==> config.mk <==
export PLATFORM = sky130hd
export DESIGN_NAME = display_window_register_setup_flat
export DESIGN_NICKNAME = d
export VERILOG_FILES = /design/src/rtl/dwrs_pkg.sv /design/src/rtl/dwrs_win_if.sv /design/src/rtl/dwrs_reg_if.sv /design/src/rtl/dwrs_cfg_if.sv /design/src/rtl/dwrs_front.sv /design/src/rtl/dwrs_queue.sv /design/src/rtl/dwrs_back.sv /design/src/rtl/display_window_register_setup.sv /design/src/flat_wrapper.sv
export SDC_FILE = /design/constraint.sdc
export NUM_CORES = 1
export LEC_CHECK = 0
export BUFFER_PORTS_ARGS = -buffer_cell sky130_fd_sc_hd__buf_2
export CORE_ASPECT_RATIO = 0.8
export CORE_MARGIN = 4
export CORE_UTILIZATION = 50
export DETAILED_ROUTE_END_ITERATION = 6
export PLACE_DENSITY = 0.7
export RECOVER_POWER = 25
export SYNTH_ARGS = -nofsm -noshare
export SYNTH_HDL_FRONTEND = slang
export SYNTH_HIERARCHICAL = 1
export SYNTH_SLANG_ARGS = --single-unit
==> constraint.sdc <==
create_clock -name clk -period 10.7 [get_ports clk]
set_clock_uncertainty 0.15 [all_clocks]
set_input_delay 0.535 -clock clk [delete_from_list [all_inputs] [get_ports clk]]
set_output_delay 0.535 -clock clk [all_outputs]
set_load 0.01 [all_outputs]
==> src/rtl/dwrs_pkg.sv <==
`default_nettype none
package dwrs_pkg;

	localparam int unsigned PANEL_WIDTH  = 176;
	localparam int unsigned PANEL_HEIGHT = 220;

	// Panel coordinates never exceed 219, so eight bits hold them.
	localparam int unsigned COORD_W = 8;

	typedef logic [COORD_W-1:0] coord_t;
	typedef logic [1:0]         rotation_t;
	typedef logic [2:0]         scan_mode_t;

	// One classified window, as handed from the front to the back.
	typedef struct packed {
		scan_mode_t mode;
		coord_t     lo_x;
		coord_t     hi_x;
		coord_t     lo_y;
		coord_t     hi_y;
	} window_t;

	// Queue handshake between front and back.
	typedef struct packed {
		logic    push;
		window_t entry;
	} push_req_t;

	typedef struct packed {
		logic    valid;
		window_t head;
	} head_t;

	typedef enum logic [7:0] {
		REG_ADDR_COL   = 8'h20,
		REG_ADDR_ROW   = 8'h21,
		REG_PIXEL_DATA = 8'h22,
		REG_ENTRY      = 8'h03,
		REG_HEND       = 8'h36,
		REG_HSTART     = 8'h37,
		REG_VEND       = 8'h38,
		REG_VSTART     = 8'h39
	} reg_code_t;

	localparam logic [15:0] ENTRY_BASE = 16'h1000;

	function automatic scan_mode_t scan_mode_of(rotation_t rot);
		scan_mode_t m;
		case (rot)
			2'd0:    m = 3'd6;
			2'd1:    m = 3'd5;
			2'd2:    m = 3'd0;
			2'd3:    m = 3'd3;
			default: m = 3'd6;
		endcase
		return m;
	endfunction

endpackage
`default_nettype wire

==> src/rtl/dwrs_win_if.sv <==
`default_nettype none
interface dwrs_win_if;
	logic        valid;
	logic        ready;
	logic [15:0] corner_a_x;
	logic [15:0] corner_a_y;
	logic [15:0] corner_b_x;
	logic [15:0] corner_b_y;

	modport source (output valid, corner_a_x, corner_a_y, corner_b_x, corner_b_y,
		input ready);
	modport sink (input valid, corner_a_x, corner_a_y, corner_b_x, corner_b_y,
		output ready);
endinterface
`default_nettype wire

==> src/rtl/dwrs_reg_if.sv <==
`default_nettype none
interface dwrs_reg_if;
	logic        valid;
	logic        ready;
	logic        command_only;
	logic [7:0]  register_index;
	logic [15:0] write_data;
	logic        final_item;

	modport source (output valid, command_only, register_index, write_data, final_item,
		input ready);
	modport sink (input valid, command_only, register_index, write_data, final_item,
		output ready);
endinterface
`default_nettype wire

==> src/rtl/dwrs_cfg_if.sv <==
`default_nettype none
interface dwrs_cfg_if;
	logic       valid;
	logic       ready;
	logic [1:0] data;

	modport source (output valid, data, input ready);
	modport sink (input valid, data, output ready);
endinterface
`default_nettype wire

==> src/rtl/dwrs_front.sv <==
`default_nettype none
module dwrs_front import dwrs_pkg::*; (
	input  wire         clk,
	input  wire         arst_n,
	dwrs_win_if.sink    window,
	dwrs_cfg_if.sink    cfg,
	input  wire         queue_full,
	output push_req_t   push_req
);

	rotation_t rotation_q;
	window_t   win_s1;
	logic      valid_s1;

	logic      swapped;
	coord_t    w_max;
	coord_t    h_max;
	coord_t    ax, ay, bx, by;
	window_t   win_next;
	logic      accept;
	logic      push;

	function automatic coord_t clip(logic [15:0] v, coord_t lim);
		return (v > {{(16-COORD_W){1'b0}}, lim}) ? lim : v[COORD_W-1:0];
	endfunction

	// Map a clipped logical corner onto panel coordinates.
	function automatic logic [2*COORD_W-1:0] map_corner(rotation_t rot, coord_t cx,
		coord_t cy, coord_t wm, coord_t hm);
		coord_t px;
		coord_t py;
		case (rot)
			2'd1: begin
				px = hm - cy;
				py = cx;
			end
			2'd2: begin
				px = wm - cx;
				py = hm - cy;
			end
			2'd3: begin
				px = cy;
				py = wm - cx;
			end
			default: begin
				px = cx;
				py = cy;
			end
		endcase
		return {px, py};
	endfunction

	assign cfg.ready = 1'b1;

	assign swapped = rotation_q[0];
	assign w_max   = swapped ? COORD_W'(PANEL_HEIGHT - 1) : COORD_W'(PANEL_WIDTH - 1);
	assign h_max   = swapped ? COORD_W'(PANEL_WIDTH - 1) : COORD_W'(PANEL_HEIGHT - 1);

	always_comb begin
		{ax, ay} = map_corner(rotation_q, clip(window.corner_a_x, w_max),
			clip(window.corner_a_y, h_max), w_max, h_max);
		{bx, by} = map_corner(rotation_q, clip(window.corner_b_x, w_max),
			clip(window.corner_b_y, h_max), w_max, h_max);
		win_next.mode = scan_mode_of(rotation_q);
		win_next.lo_x = (bx < ax) ? bx : ax;
		win_next.hi_x = (bx < ax) ? ax : bx;
		win_next.lo_y = (by < ay) ? by : ay;
		win_next.hi_y = (by < ay) ? ay : by;
	end

	assign push         = valid_s1 && !queue_full;
	assign window.ready = !valid_s1 || !queue_full;
	assign accept       = window.valid && window.ready;

	assign push_req.push  = push;
	assign push_req.entry = win_s1;

	always_ff @(posedge clk or negedge arst_n) begin
		if (!arst_n) begin
			rotation_q <= '0;
			valid_s1   <= 1'b0;
		end else begin
			if (cfg.valid && cfg.ready) begin
				rotation_q <= cfg.data;
			end
			if (accept) begin
				valid_s1 <= 1'b1;
			end else if (push) begin
				valid_s1 <= 1'b0;
			end
		end
	end

	always_ff @(posedge clk) begin
		if (accept) begin
			win_s1 <= win_next;
		end
	end

endmodule
`default_nettype wire

==> src/rtl/dwrs_queue.sv <==
`default_nettype none
module dwrs_queue import dwrs_pkg::*; (
	input  wire        clk,
	input  wire        arst_n,
	input  push_req_t  push_req,
	input  wire        pop,
	output logic       full,
	output head_t      head
);

	window_t    mem_q [2];
	logic       wr_ptr_q;
	logic       rd_ptr_q;
	logic [1:0] count_q;
	logic       do_pop;

	assign full       = (count_q == 2'd2);
	assign head.valid = (count_q != 2'd0);
	assign head.head  = mem_q[rd_ptr_q];
	assign do_pop     = pop && head.valid;

	always_ff @(posedge clk or negedge arst_n) begin
		if (!arst_n) begin
			wr_ptr_q <= 1'b0;
			rd_ptr_q <= 1'b0;
			count_q  <= 2'd0;
		end else begin
			if (push_req.push) begin
				wr_ptr_q <= ~wr_ptr_q;
			end
			if (do_pop) begin
				rd_ptr_q <= ~rd_ptr_q;
			end
			case ({push_req.push, do_pop})
				2'b10:   count_q <= count_q + 2'd1;
				2'b01:   count_q <= count_q - 2'd1;
				default: count_q <= count_q;
			endcase
		end
	end

	always_ff @(posedge clk) begin
		if (push_req.push) begin
			mem_q[wr_ptr_q] <= push_req.entry;
		end
	end

endmodule
`default_nettype wire

==> src/rtl/dwrs_back.sv <==
`default_nettype none
module dwrs_back import dwrs_pkg::*; (
	input  wire         clk,
	input  wire         arst_n,
	input  head_t       head,
	output logic        pop,
	dwrs_reg_if.source  reg_item
);

	typedef enum logic [2:0] {
		STEP_ENTRY,
		STEP_HEND,
		STEP_HSTART,
		STEP_VEND,
		STEP_VSTART,
		STEP_ADDR_COL,
		STEP_ADDR_ROW,
		STEP_PIXEL
	} step_t;

	step_t       step_q;
	logic        out_valid_q;
	logic        cmd_only_q;
	logic [7:0]  reg_index_q;
	logic [15:0] data_q;
	logic        final_q;

	logic        advance;
	coord_t      start_x;
	coord_t      start_y;
	logic        n_cmd_only;
	reg_code_t   n_reg;
	logic [15:0] n_data;

	assign advance = head.valid && (!out_valid_q || reg_item.ready);
	assign pop     = advance && (step_q == STEP_PIXEL);

	always_comb begin
		case (head.head.mode[2:1])
			2'd0: begin
				start_x = head.head.hi_x;
				start_y = head.head.hi_y;
			end
			2'd1: begin
				start_x = head.head.lo_x;
				start_y = head.head.hi_y;
			end
			2'd2: begin
				start_x = head.head.hi_x;
				start_y = head.head.lo_y;
			end
			default: begin
				start_x = head.head.lo_x;
				start_y = head.head.lo_y;
			end
		endcase
	end

	always_comb begin
		n_cmd_only = 1'b0;
		n_data     = '0;
		case (step_q)
			STEP_ENTRY: begin
				n_reg  = REG_ENTRY;
				n_data = ENTRY_BASE | {10'd0, head.head.mode, 3'd0};
			end
			STEP_HEND: begin
				n_reg  = REG_HEND;
				n_data = 16'(head.head.hi_x);
			end
			STEP_HSTART: begin
				n_reg  = REG_HSTART;
				n_data = 16'(head.head.lo_x);
			end
			STEP_VEND: begin
				n_reg  = REG_VEND;
				n_data = 16'(head.head.hi_y);
			end
			STEP_VSTART: begin
				n_reg  = REG_VSTART;
				n_data = 16'(head.head.lo_y);
			end
			STEP_ADDR_COL: begin
				n_reg  = REG_ADDR_COL;
				n_data = 16'(start_x);
			end
			STEP_ADDR_ROW: begin
				n_reg  = REG_ADDR_ROW;
				n_data = 16'(start_y);
			end
			default: begin
				n_reg      = REG_PIXEL_DATA;
				n_cmd_only = 1'b1;
			end
		endcase
	end

	always_ff @(posedge clk or negedge arst_n) begin
		if (!arst_n) begin
			step_q      <= STEP_ENTRY;
			out_valid_q <= 1'b0;
		end else begin
			if (advance) begin
				step_q      <= step_t'(step_q + 3'd1);
				out_valid_q <= 1'b1;
			end else if (reg_item.ready) begin
				out_valid_q <= 1'b0;
			end
		end
	end

	always_ff @(posedge clk) begin
		if (advance) begin
			cmd_only_q  <= n_cmd_only;
			reg_index_q <= n_reg;
			data_q      <= n_data;
			final_q     <= (step_q == STEP_PIXEL);
		end
	end

	assign reg_item.valid          = out_valid_q;
	assign reg_item.command_only   = cmd_only_q;
	assign reg_item.register_index = reg_index_q;
	assign reg_item.write_data     = data_q;
	assign reg_item.final_item     = final_q;

endmodule
`default_nettype wire

==> src/rtl/display_window_register_setup.sv <==
`default_nettype none
// Channel    Dir   Payload                                      Transfer
// window     in    corner_a_x/_y, corner_b_x/_y (16 b each)     valid & ready
// reg_item   out   command_only, register_index, write_data,    valid & ready
//                  final_item
// cfg        in    data: rotation (2 b)                         valid & ready
//
// Each window yields eight register items, one per cycle while reg_item is not
// stalled; the back sequencer steps through them and pops the window with its
// last item. An item passes the front stage, the queue and the output register.
// Reset clears rotation to 0, the front stage, the queue and the sequencer.
// A stall on reg_item holds the output register; the two-entry queue and the
// front stage keep taking windows until both are full.
module display_window_register_setup import dwrs_pkg::*; (
	input  wire         clk,
	input  wire         arst_n,
	dwrs_win_if.sink    window,
	dwrs_cfg_if.sink    cfg,
	dwrs_reg_if.source  reg_item
);

	push_req_t push_req;
	head_t     head;
	logic      queue_full;
	logic      pop;

	// Clip, map and sort the corners; hold the rotation register.
	dwrs_front u_front (
		.clk        (clk),
		.arst_n     (arst_n),
		.window     (window),
		.cfg        (cfg),
		.queue_full (queue_full),
		.push_req   (push_req)
	);

	// Decouple classification from item issue.
	dwrs_queue u_queue (
		.clk      (clk),
		.arst_n   (arst_n),
		.push_req (push_req),
		.pop      (pop),
		.full     (queue_full),
		.head     (head)
	);

	// Step through the eight register items of the head window.
	dwrs_back u_back (
		.clk      (clk),
		.arst_n   (arst_n),
		.head     (head),
		.pop      (pop),
		.reg_item (reg_item)
	);

endmodule
`default_nettype wire
==> src/flat_wrapper.sv <==
// flat-port wrapper written by rule: the top's interface ports become plain ports
module display_window_register_setup_flat import dwrs_pkg::*;
  (clk, arst_n, window_valid, window_corner_a_x, window_corner_a_y, window_corner_b_x, window_corner_b_y, window_ready, cfg_valid, cfg_data, cfg_ready, reg_item_valid, reg_item_command_only, reg_item_register_index, reg_item_write_data, reg_item_final_item, reg_item_ready);
  dwrs_win_if window_i ();
  dwrs_cfg_if cfg_i ();
  dwrs_reg_if reg_item_i ();
  input  wire clk;
  input  wire arst_n;
  input wire logic [$bits(window_i.valid)-1:0] window_valid;
  input wire logic [$bits(window_i.corner_a_x)-1:0] window_corner_a_x;
  input wire logic [$bits(window_i.corner_a_y)-1:0] window_corner_a_y;
  input wire logic [$bits(window_i.corner_b_x)-1:0] window_corner_b_x;
  input wire logic [$bits(window_i.corner_b_y)-1:0] window_corner_b_y;
  output wire logic [$bits(window_i.ready)-1:0] window_ready;
  input wire logic [$bits(cfg_i.valid)-1:0] cfg_valid;
  input wire logic [$bits(cfg_i.data)-1:0] cfg_data;
  output wire logic [$bits(cfg_i.ready)-1:0] cfg_ready;
  output wire logic [$bits(reg_item_i.valid)-1:0] reg_item_valid;
  output wire logic [$bits(reg_item_i.command_only)-1:0] reg_item_command_only;
  output wire logic [$bits(reg_item_i.register_index)-1:0] reg_item_register_index;
  output wire logic [$bits(reg_item_i.write_data)-1:0] reg_item_write_data;
  output wire logic [$bits(reg_item_i.final_item)-1:0] reg_item_final_item;
  input wire logic [$bits(reg_item_i.ready)-1:0] reg_item_ready;
  assign window_i.valid = window_valid;
  assign window_i.corner_a_x = window_corner_a_x;
  assign window_i.corner_a_y = window_corner_a_y;
  assign window_i.corner_b_x = window_corner_b_x;
  assign window_i.corner_b_y = window_corner_b_y;
  assign window_ready = window_i.ready;
  assign cfg_i.valid = cfg_valid;
  assign cfg_i.data = cfg_data;
  assign cfg_ready = cfg_i.ready;
  assign reg_item_valid = reg_item_i.valid;
  assign reg_item_command_only = reg_item_i.command_only;
  assign reg_item_register_index = reg_item_i.register_index;
  assign reg_item_write_data = reg_item_i.write_data;
  assign reg_item_final_item = reg_item_i.final_item;
  assign reg_item_i.ready = reg_item_ready;
  display_window_register_setup u_core (.clk(clk), .arst_n(arst_n), .window(window_i), .cfg(cfg_i), .reg_item(reg_item_i));
endmodule
==> flow_metrics.py <==
metrics = {
    "yosys": {
        "synth_area_leader_cell": "edfxtp_1",
        "synth_cell_types": 78,
        "yosysSeqAreaShare": 0.4466,
        "ys_ff_latch": 133,
        "netlist_top_cells_area": "edfxtp_1, ha_1, mux2i_1, mux2_4, dfrtp_1",
        "synth_cells": 782,
        "avgSynthCellArea_sq_um": 11.28,
        "synth_area_sq_um": 8820,
        "yosys.area.top_type_share": 0.4154,
        "synthArstFlopShare": 0.08271,
        "synth_edf_count": 122,
        "yosysWarningCount": 6,
        "ys.flop_type": "edfxtp_1",
    },
    "placement": {
        "gp_congestion": 0.9007,
        "place_ws_ps": 3650,
        "portBuffers": 89,
        "dp_hpwl_mm": 14.46,
    },
    "floorplanning": {
        "die_h_um": 126.8,
        "die_area_sq_um": 19840,
        "core_sq_um": 17320,
        "pin_count": 100,
        "start_util": 0.5091,
        "die_w_um": 156.5,
        "row_count": 43,
    },
    "timing": {
        "layout_setup_ws_ps": 3490,
        "finalMaxSlewViolations": 0,
        "max_freq_ghz": 0.1387,
        "rsz0062_at_grt": "false",
        "tightest_slew_ps": 1109,
        "setup_viol": 0,
        "slew-limit-headroom": 0.2604,
        "post-route-min-period_ps": 7210,
        "timing.final.hold_violations": 0,
        "finalSetupTns_ps": 0,
        "period_share": 0.6738,
    },
    "cells_and_area": {
        "drive_above_1_share": 0.2236,
        "final_net_count": 988,
        "area_growth_pct": 13.16,
        "antenna_cells": 0,
        "fin_util": 0.5761,
    },
    "global_route": {
        "grt_pass1_vias": 6103,
        "grt_pass1_wl_mm": 32.04,
        "grt_usage": 0.2045,
        "grt_max_degree": 57,
        "antenna_found_initial": 0,
        "grt-ovfl-total": 0,
    },
    "worst_setup_path": {
        "endpoint_kind": "flip-flop",
        "start_kind": "flip-flop",
        "worst-setup-path-type": "flip-flop to flip-flop",
        "required_ps": 10710,
        "crit_arrival_ps": 7220,
        "worstPathMaxFanout": 37,
    },
    "clock_network": {
        "cts_sinks": 133,
        "cts_setup_buffers": 0,
        "cts_made_buffers": 17,
        "cts_max_level": 4,
        "clock_path_buffers": 2,
        "cts_tree": "yes",
        "clk_latency_ps": 420,
        "cts.clk_slew.worst_paths_ps": 60,
        "root_buffer": "clkbuf_16",
    },
    "routing": {
        "vias": 6456,
        "firstDrtPassIters": 5,
        "drtIter0Drc": 559,
        "wire_per_inst_um": 18.16,
        "drt-vias-per-instance": 5.885,
        "wl_mm": 19.93,
        "drtAntennaViolNets": 0,
        "drc_errors": 0,
    },
    "flow_run": {
        "drv_cap": 0,
    },
    "min_path": {
        "min_path_type": "input pin to flip-flop",
    },
    "power_and_ir_drop": {
        "leakagePower_nw": 4.146,
        "ir_drop_v": 0.0001740,
        "power_density_nw_per_um2": 252.4,
    },
    "status": {
        "status": "complete, no violations",
    },
}
## area by class of cell
type / count / area [sq um]
Fill cell: 1427 / 7343
Multi-Input combinational cell: 557 / 4394
Sequential cell: 133 / 3940
Timing Repair Buffer: 99 / 521.8
Clock buffer: 18 / 429.2
Tap cell: 225 / 281.5
Clock inverter: 14 / 222.7
Inverter: 51 / 191.4
## through the flow
step                hold slack (ps)  area (sq um)  power (mW)  cells
floorplan                     89.41          8850       1.675    790
global placement              273.2          9320       1.864   1064
detailed placement            277.5          9320       1.884   1064
CTS                           160.6          9982       2.531   1097
global route                  158.0          9981       2.670   1097
finish                        178.5          9981       2.519   1097
## registers in the layout, summed over array words and instances (netlist names)
signal                                 cells
u_core/u_queue/mem_q                      70
u_core/u_front/push_req                   35
u_core/u_back/reg_item.write_data          9
u_core/u_back/reg_item.register_index      6
u_core/u_back/step_q                       3
u_core/u_front/rotation_q                  2
u_core/u_queue/count_q                     2
u_core/u_back/reg_item.command_only        1
u_core/u_back/reg_item.final_item          1
u_core/u_back/reg_item.valid               1
u_core/u_front/valid_s1                    1
u_core/u_queue/rd_ptr_q                    1
u_core/u_queue/wr_ptr_q                    1
## routing by layer
metal / vias up / part of all wire / track usage
met3: 30 / 0.079 / 0.05389
met2: 245 / 0.46 / 0.3161
met4: 0 / 0.020 / 0.06071
met5: - / 0 / 0
li1: 3122 / - / -
met1: 3059 / 0.44 / 0.2841
## Yosys cell counts (11+ instances only)
cell / n
clkbuf_1: 18
a21oi_1: 30
nor2_1: 39
nand2_1: 46
a211oi_1: 11
edfxtp_1: 122
mux2_4: 29
a21o_1: 12
nand3_1: 16
o21ai_0: 34
xnor2_1: 12
dfrtp_1: 11
o22ai_1: 16
mux2_2: 11
mux2i_1: 53
ha_1: 58
buf_4: 13
inv_1: 49
## worst paths after layout
kind / startpoint / to / slack, ps / depth (start not counted)
max in group asynchronous: arst_n / u_core/u_queue/rd_ptr_q / 9470 / 2
max: u_core/u_front/rotation_q[0] / u_core/u_front/push_req[17] / 3490 / 22
min: window_valid / u_core/u_front/valid_s1 / 180 / 2
max reg2reg: u_core/u_front/rotation_q[0] / u_core/u_front/push_req[17] / 3490 / 22
min in group asynchronous: arst_n / u_core/u_queue/count_q[1] / 490 / 2
min reg2reg: u_core/u_front/push_req[34] / u_core/u_queue/mem_q[0][34] / 290 / 0
## where the power goes
part	switching, mW	total [mW]	internal, mW	leakage (nW)
combinational	0.505	0.931	0.426	2.55
sequential	0.112	0.952	0.840	1.29
clock	0.221	0.637	0.416	0.313
total	0.838	2.52	1.68	4.15
## worst max-delay path: stages, from the launching register on
cell and delay [ps]:
dfrtp_1 320, buf_4 360, inv_1 510, ha_1 490
nand4_1 150, o21ai_0 360, o21ai_2 180, nand2_1 130
a21boi_0 370, ha_1 370, a21o_1 240, a31oi_1 260
a21o_1 190, a21oi_1 80, mux2i_1 130, a2111oi_1 650
inv_1 110, ha_1 320, nand2_1 50, nor2_1 140
nand3_1 110, o21ai_2 820, mux2_2 430
## kinds of logic after synthesis
kind of cell,Yosys count,share of synthesized area
compound gates,206,0.1684
simple gates,167,0.09576
flops,133,0.4466
buf+inv,100,0.05887
mux,96,0.1274
fa+ha+maj,58,0.08228
xor+xnor,20,0.01986
other cells,2,0.0008515
## repair_timing
item | CTS | global route
hold buffers | 1 | 0
gates resized for setup | 0 | 0
endpoints found under the hold margin | 11 | 0
## cells in the final DEF (no fill, tap or decap), types with 16 or more instances in the layout
cell type,netlist,final
buf_2,7,88
nor2_1,39,38
a21oi_1,30,30
nand3_1,16,16
o22ai_1,16,16
mux2i_1,53,53
edfxtp_1,122,122
inv_1,49,49
mux2_4,29,29
ha_1,58,58
nand2_1,46,46
o21ai_0,34,34
clkbuf_16,0,17
Note: power is estimated with default switching activity, not from simulation.
